--- src/rtl/core/h2r_pkg.sv ---
// Shared types for the HSV to RGB converter.
package h2r_pkg;

	typedef enum logic [2:0] {
		SEC0 = 3'd0,
		SEC1 = 3'd1,
		SEC2 = 3'd2,
		SEC3 = 3'd3,
		SEC4 = 3'd4,
		SEC5 = 3'd5
	} sector_t;

	localparam logic [2:0] SECTOR_WRAP = 3'd6;

	typedef struct packed {
		logic    valid;
		sector_t sector;
	} stage_tag_t;

endpackage

--- src/rtl/core/h2r_prep.sv ---
// Stage 1: input clamp, hue times six, sector and fraction split.
module h2r_prep #(
	parameter int FRAC_BITS = 16
) (
	input  logic                   clk,
	input  logic                   arst_n,
	input  logic                   en,
	input  logic                   in_valid,
	input  logic [FRAC_BITS:0]     hue,
	input  logic [FRAC_BITS:0]     sat,
	input  logic [FRAC_BITS:0]     val,
	output h2r_pkg::stage_tag_t    tag_s1,
	output logic [FRAC_BITS-1:0]   frac_s1,
	output logic [FRAC_BITS:0]     sat_s1,
	output logic [FRAC_BITS:0]     nsat_s1,
	output logic [FRAC_BITS:0]     val_s1
);
	import h2r_pkg::*;

	localparam int W = FRAC_BITS + 1;
	localparam logic [W-1:0] ONE = W'(1) << FRAC_BITS;

	logic [W-1:0]         h_c;
	logic [W-1:0]         s_c;
	logic [W-1:0]         v_c;
	logic [FRAC_BITS+2:0] h6_c;
	logic [2:0]           sec_c;

	always_comb begin
		h_c   = (hue > ONE) ? ONE : hue;
		s_c   = (sat > ONE) ? ONE : sat;
		v_c   = (val > ONE) ? ONE : val;
		h6_c  = ({2'b00, h_c} << 2) + ({2'b00, h_c} << 1);
		sec_c = h6_c[FRAC_BITS+2:FRAC_BITS];
		if (sec_c == SECTOR_WRAP) begin
			sec_c = 3'd0;
		end
	end

	always_ff @(posedge clk or negedge arst_n) begin
		if (!arst_n) begin
			tag_s1 <= '0;
		end else if (en) begin
			tag_s1.valid  <= in_valid;
			tag_s1.sector <= sector_t'(sec_c);
		end
	end

	always_ff @(posedge clk) begin
		if (en && in_valid) begin
			frac_s1 <= h6_c[FRAC_BITS-1:0];
			sat_s1  <= s_c;
			nsat_s1 <= ONE - s_c;
			val_s1  <= v_c;
		end
	end

endmodule

--- src/rtl/core/h2r_mul.sv ---
// Stages 2 and 3: the two rounds of truncated products forming the levels.
module h2r_mul #(
	parameter int FRAC_BITS = 16
) (
	input  logic                   clk,
	input  logic                   arst_n,
	input  logic                   en2,
	input  logic                   en3,
	input  h2r_pkg::stage_tag_t    tag_s1,
	input  logic [FRAC_BITS-1:0]   frac_s1,
	input  logic [FRAC_BITS:0]     sat_s1,
	input  logic [FRAC_BITS:0]     nsat_s1,
	input  logic [FRAC_BITS:0]     val_s1,
	output h2r_pkg::stage_tag_t    tag_s3,
	output logic [FRAC_BITS:0]     la_s3,
	output logic [FRAC_BITS:0]     lb_s3,
	output logic [FRAC_BITS:0]     lc_s3,
	output logic [FRAC_BITS:0]     val_s3
);
	import h2r_pkg::*;

	localparam int W = FRAC_BITS + 1;
	localparam int PW = 2 * W;
	localparam logic [W-1:0] ONE = W'(1) << FRAC_BITS;

	stage_tag_t   tag_s2;
	logic [W-1:0] fs_s2;
	logic [W-1:0] sf_s2;
	logic [W-1:0] la_s2;
	logic [W-1:0] val_s2;

	logic [PW-1:0] fs_p;
	logic [PW-1:0] sf_p;
	logic [PW-1:0] la_p;
	logic [PW-1:0] lb_p;
	logic [PW-1:0] lc_p;

	always_comb begin
		fs_p = PW'({1'b0, frac_s1}) * PW'(sat_s1);
		sf_p = PW'(sat_s1) * PW'(ONE - W'({1'b0, frac_s1}));
		la_p = PW'(val_s1) * PW'(nsat_s1);
		lb_p = PW'(val_s2) * PW'(ONE - fs_s2);
		lc_p = PW'(val_s2) * PW'(ONE - sf_s2);
	end

	always_ff @(posedge clk or negedge arst_n) begin
		if (!arst_n) begin
			tag_s2 <= '0;
			tag_s3 <= '0;
		end else begin
			if (en2) begin
				tag_s2 <= tag_s1;
			end
			if (en3) begin
				tag_s3 <= tag_s2;
			end
		end
	end

	always_ff @(posedge clk) begin
		if (en2 && tag_s1.valid) begin
			fs_s2  <= fs_p[2*FRAC_BITS:FRAC_BITS];
			sf_s2  <= sf_p[2*FRAC_BITS:FRAC_BITS];
			la_s2  <= la_p[2*FRAC_BITS:FRAC_BITS];
			val_s2 <= val_s1;
		end
		if (en3 && tag_s2.valid) begin
			la_s3  <= la_s2;
			lb_s3  <= lb_p[2*FRAC_BITS:FRAC_BITS];
			lc_s3  <= lc_p[2*FRAC_BITS:FRAC_BITS];
			val_s3 <= val_s2;
		end
	end

endmodule

--- src/rtl/core/h2r_route.sv ---
// Stage 4: routes the levels to the channels by sector into the output register.
module h2r_route #(
	parameter int FRAC_BITS = 16
) (
	input  logic                   clk,
	input  logic                   arst_n,
	input  logic                   en,
	input  h2r_pkg::stage_tag_t    tag_s3,
	input  logic [FRAC_BITS:0]     la_s3,
	input  logic [FRAC_BITS:0]     lb_s3,
	input  logic [FRAC_BITS:0]     lc_s3,
	input  logic [FRAC_BITS:0]     val_s3,
	output logic                   valid_s4,
	output logic [FRAC_BITS:0]     red_s4,
	output logic [FRAC_BITS:0]     green_s4,
	output logic [FRAC_BITS:0]     blue_s4
);
	import h2r_pkg::*;

	localparam int W = FRAC_BITS + 1;

	logic [W-1:0] r_c;
	logic [W-1:0] g_c;
	logic [W-1:0] b_c;

	always_comb begin
		unique case (tag_s3.sector)
			SEC0: begin
				r_c = val_s3; g_c = lc_s3; b_c = la_s3;
			end
			SEC1: begin
				r_c = lb_s3; g_c = val_s3; b_c = la_s3;
			end
			SEC2: begin
				r_c = la_s3; g_c = val_s3; b_c = lc_s3;
			end
			SEC3: begin
				r_c = la_s3; g_c = lb_s3; b_c = val_s3;
			end
			SEC4: begin
				r_c = lc_s3; g_c = la_s3; b_c = val_s3;
			end
			default: begin
				r_c = val_s3; g_c = la_s3; b_c = lb_s3;
			end
		endcase
	end

	always_ff @(posedge clk or negedge arst_n) begin
		if (!arst_n) begin
			valid_s4 <= 1'b0;
		end else if (en) begin
			valid_s4 <= tag_s3.valid;
		end
	end

	always_ff @(posedge clk) begin
		if (en && tag_s3.valid) begin
			red_s4   <= r_c;
			green_s4 <= g_c;
			blue_s4  <= b_c;
		end
	end

endmodule

--- src/rtl/core/hsv_to_rgb_top.sv ---
// HSV to RGB converter, four-stage pipeline with stream handshake.
// 4 register stages; each stage advances when empty or drained downstream.
// Throughput: one item per cycle while m_tready is high.
// Stage depth is set by the two chained truncated products of the lb and lc paths (stages 2 and 3).
// Reset clears all stage valid bits; data registers are not reset.
module hsv_to_rgb_top #(
	parameter int FRAC_BITS = 16,
	localparam int W = FRAC_BITS + 1,
	localparam int DW = ((3 * W + 7) / 8) * 8
) (
	input  logic          clk,
	input  logic          arst_n,
	input  logic          s_tvalid,
	output logic          s_tready,
	input  logic [DW-1:0] s_tdata,  // hue_in, sat_in, val_in, zero pad
	output logic          m_tvalid,
	input  logic          m_tready,
	output logic [DW-1:0] m_tdata   // red_out, green_out, blue_out, zero pad
);
	import h2r_pkg::*;

	stage_tag_t           tag_s1;
	stage_tag_t           tag_s3;
	logic [FRAC_BITS-1:0] frac_s1;
	logic [W-1:0]         sat_s1;
	logic [W-1:0]         nsat_s1;
	logic [W-1:0]         val_s1;
	logic [W-1:0]         la_s3;
	logic [W-1:0]         lb_s3;
	logic [W-1:0]         lc_s3;
	logic [W-1:0]         val_s3;
	logic                 valid_s4;
	logic [W-1:0]         red_s4;
	logic [W-1:0]         green_s4;
	logic [W-1:0]         blue_s4;
	logic                 valid_s2;
	logic                 en1;
	logic                 en2;
	logic                 en3;
	logic                 en4;

	// valid_s2 mirrors the stage-2 tag inside h2r_mul
	logic valid_s2_q;

	always_ff @(posedge clk or negedge arst_n) begin
		if (!arst_n) begin
			valid_s2_q <= 1'b0;
		end else if (en2) begin
			valid_s2_q <= tag_s1.valid;
		end
	end

	assign valid_s2 = valid_s2_q;
	assign en4      = !valid_s4 || m_tready;
	assign en3      = !tag_s3.valid || en4;
	assign en2      = !valid_s2 || en3;
	assign en1      = !tag_s1.valid || en2;
	assign s_tready = en1;

	h2r_prep #(.FRAC_BITS(FRAC_BITS)) u_prep (
		.clk      (clk),
		.arst_n   (arst_n),
		.en       (en1),
		.in_valid (s_tvalid),
		.hue      (s_tdata[W-1:0]),
		.sat      (s_tdata[2*W-1:W]),
		.val      (s_tdata[3*W-1:2*W]),
		.tag_s1   (tag_s1),
		.frac_s1  (frac_s1),
		.sat_s1   (sat_s1),
		.nsat_s1  (nsat_s1),
		.val_s1   (val_s1)
	);

	h2r_mul #(.FRAC_BITS(FRAC_BITS)) u_mul (
		.clk     (clk),
		.arst_n  (arst_n),
		.en2     (en2),
		.en3     (en3),
		.tag_s1  (tag_s1),
		.frac_s1 (frac_s1),
		.sat_s1  (sat_s1),
		.nsat_s1 (nsat_s1),
		.val_s1  (val_s1),
		.tag_s3  (tag_s3),
		.la_s3   (la_s3),
		.lb_s3   (lb_s3),
		.lc_s3   (lc_s3),
		.val_s3  (val_s3)
	);

	h2r_route #(.FRAC_BITS(FRAC_BITS)) u_route (
		.clk      (clk),
		.arst_n   (arst_n),
		.en       (en4),
		.tag_s3   (tag_s3),
		.la_s3    (la_s3),
		.lb_s3    (lb_s3),
		.lc_s3    (lc_s3),
		.val_s3   (val_s3),
		.valid_s4 (valid_s4),
		.red_s4   (red_s4),
		.green_s4 (green_s4),
		.blue_s4  (blue_s4)
	);

	assign m_tvalid = valid_s4;
	assign m_tdata  = DW'({blue_s4, green_s4, red_s4});

endmodule
--- config.mk ---
export PLATFORM = sky130hd
export DESIGN_NAME = hsv_to_rgb_top
export DESIGN_NICKNAME = d
export VERILOG_FILES = /design/src/rtl/core/h2r_pkg.sv /design/src/rtl/core/h2r_prep.sv /design/src/rtl/core/h2r_mul.sv /design/src/rtl/core/h2r_route.sv /design/src/rtl/core/hsv_to_rgb_top.sv
export SDC_FILE = /design/constraint.sdc
export NUM_CORES = 2
export LEC_CHECK = 0
export ABC_AREA = 1
export BUFFER_PORTS_ARGS = -buffer_cell sky130_fd_sc_hd__buf_4
export CELL_PAD_IN_SITES_DETAIL_PLACEMENT = 2
export CELL_PAD_IN_SITES_GLOBAL_PLACEMENT = 2
export CORE_UTILIZATION = 41
export DETAILED_ROUTE_END_ITERATION = 16
export PLACE_DENSITY = 0.8
export SYNTH_ARGS = -nofsm -noshare
export SYNTH_HDL_FRONTEND = slang
export SYNTH_SLANG_ARGS = --single-unit
--- constraint.sdc ---
create_clock -name clk -period 7.9 [get_ports clk]
set_input_delay 0.395 -clock clk [delete_from_list [all_inputs] [get_ports clk]]
set_output_delay 0.395 -clock clk [all_outputs]
set_load 0.01 [all_outputs]
==> flow_metrics.tcl <==
set metrics [dict create \
    die-area_um2 151000 \
    cts.reportedPaths.clkPinSlew_ns 0.09 \
    cts_sinks 265 \
    io_pins 118 \
    timing.final.crit_period_ns 7.55 \
    remaining_antenna_violation_count_after_routing 0 \
    critPathCaptureType "register" \
    worst_clock_skew_ns 0.0326 \
    slew_viol_final 0 \
    outcome "completed" \
    finalCritPeriodShare 0.956 \
    drive_gt1_frac 0.0495 \
    detailed_place_hpwl_mm 203 \
    design.final.nets 9356 \
    grt_pass1_vias 61300 \
    setup.worst_path.start_class "register" \
    tritoncts "done" \
    io_buffer_count 107 \
    die_y_extent_um 389 \
    hold_path_class "input port to register" \
    grt_antenna_before_repair 3 \
    design.core.area_um2 148000 \
    max_cap_violations 0 \
    achievable-frequency_mhz 132 \
    unrepaired_setup_endpoints_after_global_routing "no" \
    syn-cell-area_um2 61400 \
    ys_warn_count 0 \
    yosys_most_used_dff "edfxtp_1" \
    initial_core_util 0.414 \
    maximum_number_of_pins_on_one_net_before_global_route_repair 69 \
    critical_path.max_fanout 17 \
    setup_total_negative_slack_ns 0 \
    gpl.final_weighted_congestion 0.942 \
    groute.usage.overall 0.324 \
    drt_first_pass_iters 5 \
    finalWirelength_mm 241 \
    globalRoute.totalOverflow 0 \
    h-tree-depth 1 \
    netlist.top_cell.by_area "fa_1" \
    cts_inserted_buffers 31 \
    die_width_um 389 \
    routed_via_density 5.36 \
    cts-root-to-sink-buffers 3 \
    routedWlPerCell_um 25.2 \
    synth_enable_flop_cells 252 \
    cell_variety_after_synth 60 \
    syn2layout_area_growth_pct 7.31 \
    setup_viol_count_final 0 \
    crit_path_max_incr_delay_ns 0.56 \
    clk_latency_ns 0.65 \
    syn-mean-instance-area_um2 8.10 \
    netlist_instances 7578 \
    postSynthRegisterBits 265 \
    cpMaxStageDelayCell "fa_1" \
    timing.critical_path.mode_cell "fa_1" \
    netlist_top_cells_count "inv_1 (2064), nand2_1 (1768), fa_1 (1206)" \
    remaining_drcs 0 \
    yosysTopAreaCellShare 0.393 \
    max-slew-margin-rel 0.163 \
    asyncSetResetFlopFracSynth 0.0491 \
    wire_length_of_the_first_global_routing_pass_mm 370 \
    criticalPathCategory "register to register" \
    route.vias.total 51400 \
    timing.critical_path.arrival_ns 7.97 \
    detailedRoute.firstIterationViolations 2810 \
    report.final.hold_viol_count 0 \
    synthTopCellsByArea "fa_1 (39%), inv_1 (13%), edfxtp_1 (12%)" \
    std_cell_rows 141 \
    yosys.cell_count.top_type "inv_1" \
    tightest_slew_ns 1.25 \
    worstPathRequired_ns 8.32 \
    clock-root-buffer "clkbuf_16" \
    postCtsSetupBuffers 0 \
    register_area_share_after_synthesis 0.129 \
]
worst paths after layout:
check                      slack [ns]                to              start  cells after the start
setup / recovery                 0.35    u_mul.sf_s2[7]  u_prep.frac_s1[2]                     26
hold / removal                   0.09  u_prep.val_s1[2]        s_tdata[36]                      3
setup reg to reg                 0.35    u_mul.sf_s2[7]  u_prep.frac_s1[2]                     26
hold reg to reg                  0.42    u_mul.la_s3[5]     u_mul.la_s2[5]                      0
max in group asynchronous        7.56  u_prep.tag_s1[1]             arst_n                      2
min in group asynchronous        0.16   u_mul.tag_s2[2]             arst_n                      2
what timing repair did:
item,CTS,global route
gates resized for setup,0,8
hold buffers,4,0
setup endpoints to repair,0,8
hold endpoints to repair,16,0
worst max-delay path: cells and delay by family, from the launching register on:
kind            cells  cell delay (ns)
fa+ha+maj           7             3.33
compound gates      5             1.23
flops               1             0.45
xor+xnor            1             0.33
simple gates        7             1.17
buf+inv             6             0.80
area by class of cell:
class	count	area (µm²)
repair buffers	272	2060
clock buffers	37	798
diodes	1	2.50
flip-flops and latches	265	7890
well taps	1930	2410
fillers	16800	82300
clock inverters	21	219
multi-input cells	4965	44600
inverters	2092	7860
cells in the final DEF, fill, tap and decap left out, types with 22 or more instances in the layout:
| cell | n |
|---|---|
| inv_1 | 2059 |
| nand2_1 | 1766 |
| fa_1 | 1206 |
| nor2_1 | 609 |
| ha_1 | 463 |
| buf_4 | 267 |
| edfxtp_1 | 252 |
| a21oi_1 | 208 |
| nand3_1 | 147 |
| o21ai_0 | 134 |
| xor2_1 | 83 |
| nand4_1 | 42 |
| xnor2_1 | 40 |
| nor3_1 | 31 |
| clkbuf_16 | 31 |
| o2111ai_1 | 26 |
| clkinv_1 | 22 |
flip-flops by register name, indices dropped and copies added, names as in the netlist:
signal            cells
u_prep.frac_s1       15
u_mul.fs_s2          17
u_mul.val_s2         17
u_mul.tag_s3          4
u_prep.val_s1        17
u_mul.lc_s3          17
u_mul.la_s3          17
u_mul.la_s2          17
u_route.green_s4     17
u_mul.val_s3         17
u_mul.lb_s3          17
u_prep.sat_s1        16
u_route.blue_s4      17
u_mul.tag_s2          4
u_prep.nsat_s1       17
u_route.valid_s4      1
u_prep.tag_s1         4
u_route.red_s4       17
u_mul.sf_s2          17
kinds of logic after synthesis:
family / Yosys count / share of synthesized area
and+or+nand+nor: 2668 / 0.173
buffers and inverters: 2352 / 0.145
adders and majority gates: 1669 / 0.488
AOI/OAI and AO/OA: 497 / 0.0473
DFF: 265 / 0.129
xor gates and xnor gates: 126 / 0.0183
other: 1 / 0.0000611
metrics by stage:
stage                     instances   util  hold WS (ns)  worst slack [ns]  area, µm²
after floorplan                7582      -        0.0994              1.38      61400
after global placement         9520  0.437         0.247             0.625      64800
after detailed placement       9520  0.437         0.250             0.250      64800
after CTS                      9582  0.444        0.0587            0.0746      65800
after global routing           9582  0.444        0.0736            0.0164      65900
final                          9583  0.444        0.0886             0.350      65900
per-layer routing:
layer / vias up / track usage / wire length [µm]
li1: 22300 / - / -
met1: 27200 / 0.392 / 94700
met2: 1472 / 0.580 / 122000
met3: 493 / 0.0357 / 12100
met4: 2 / 0.143 / 12500
met5: - / 0 / 13
Power is left out: the tool's default activity adds up to more than one toggle a clock period on the data nets, which glitch-free logic cannot reach.
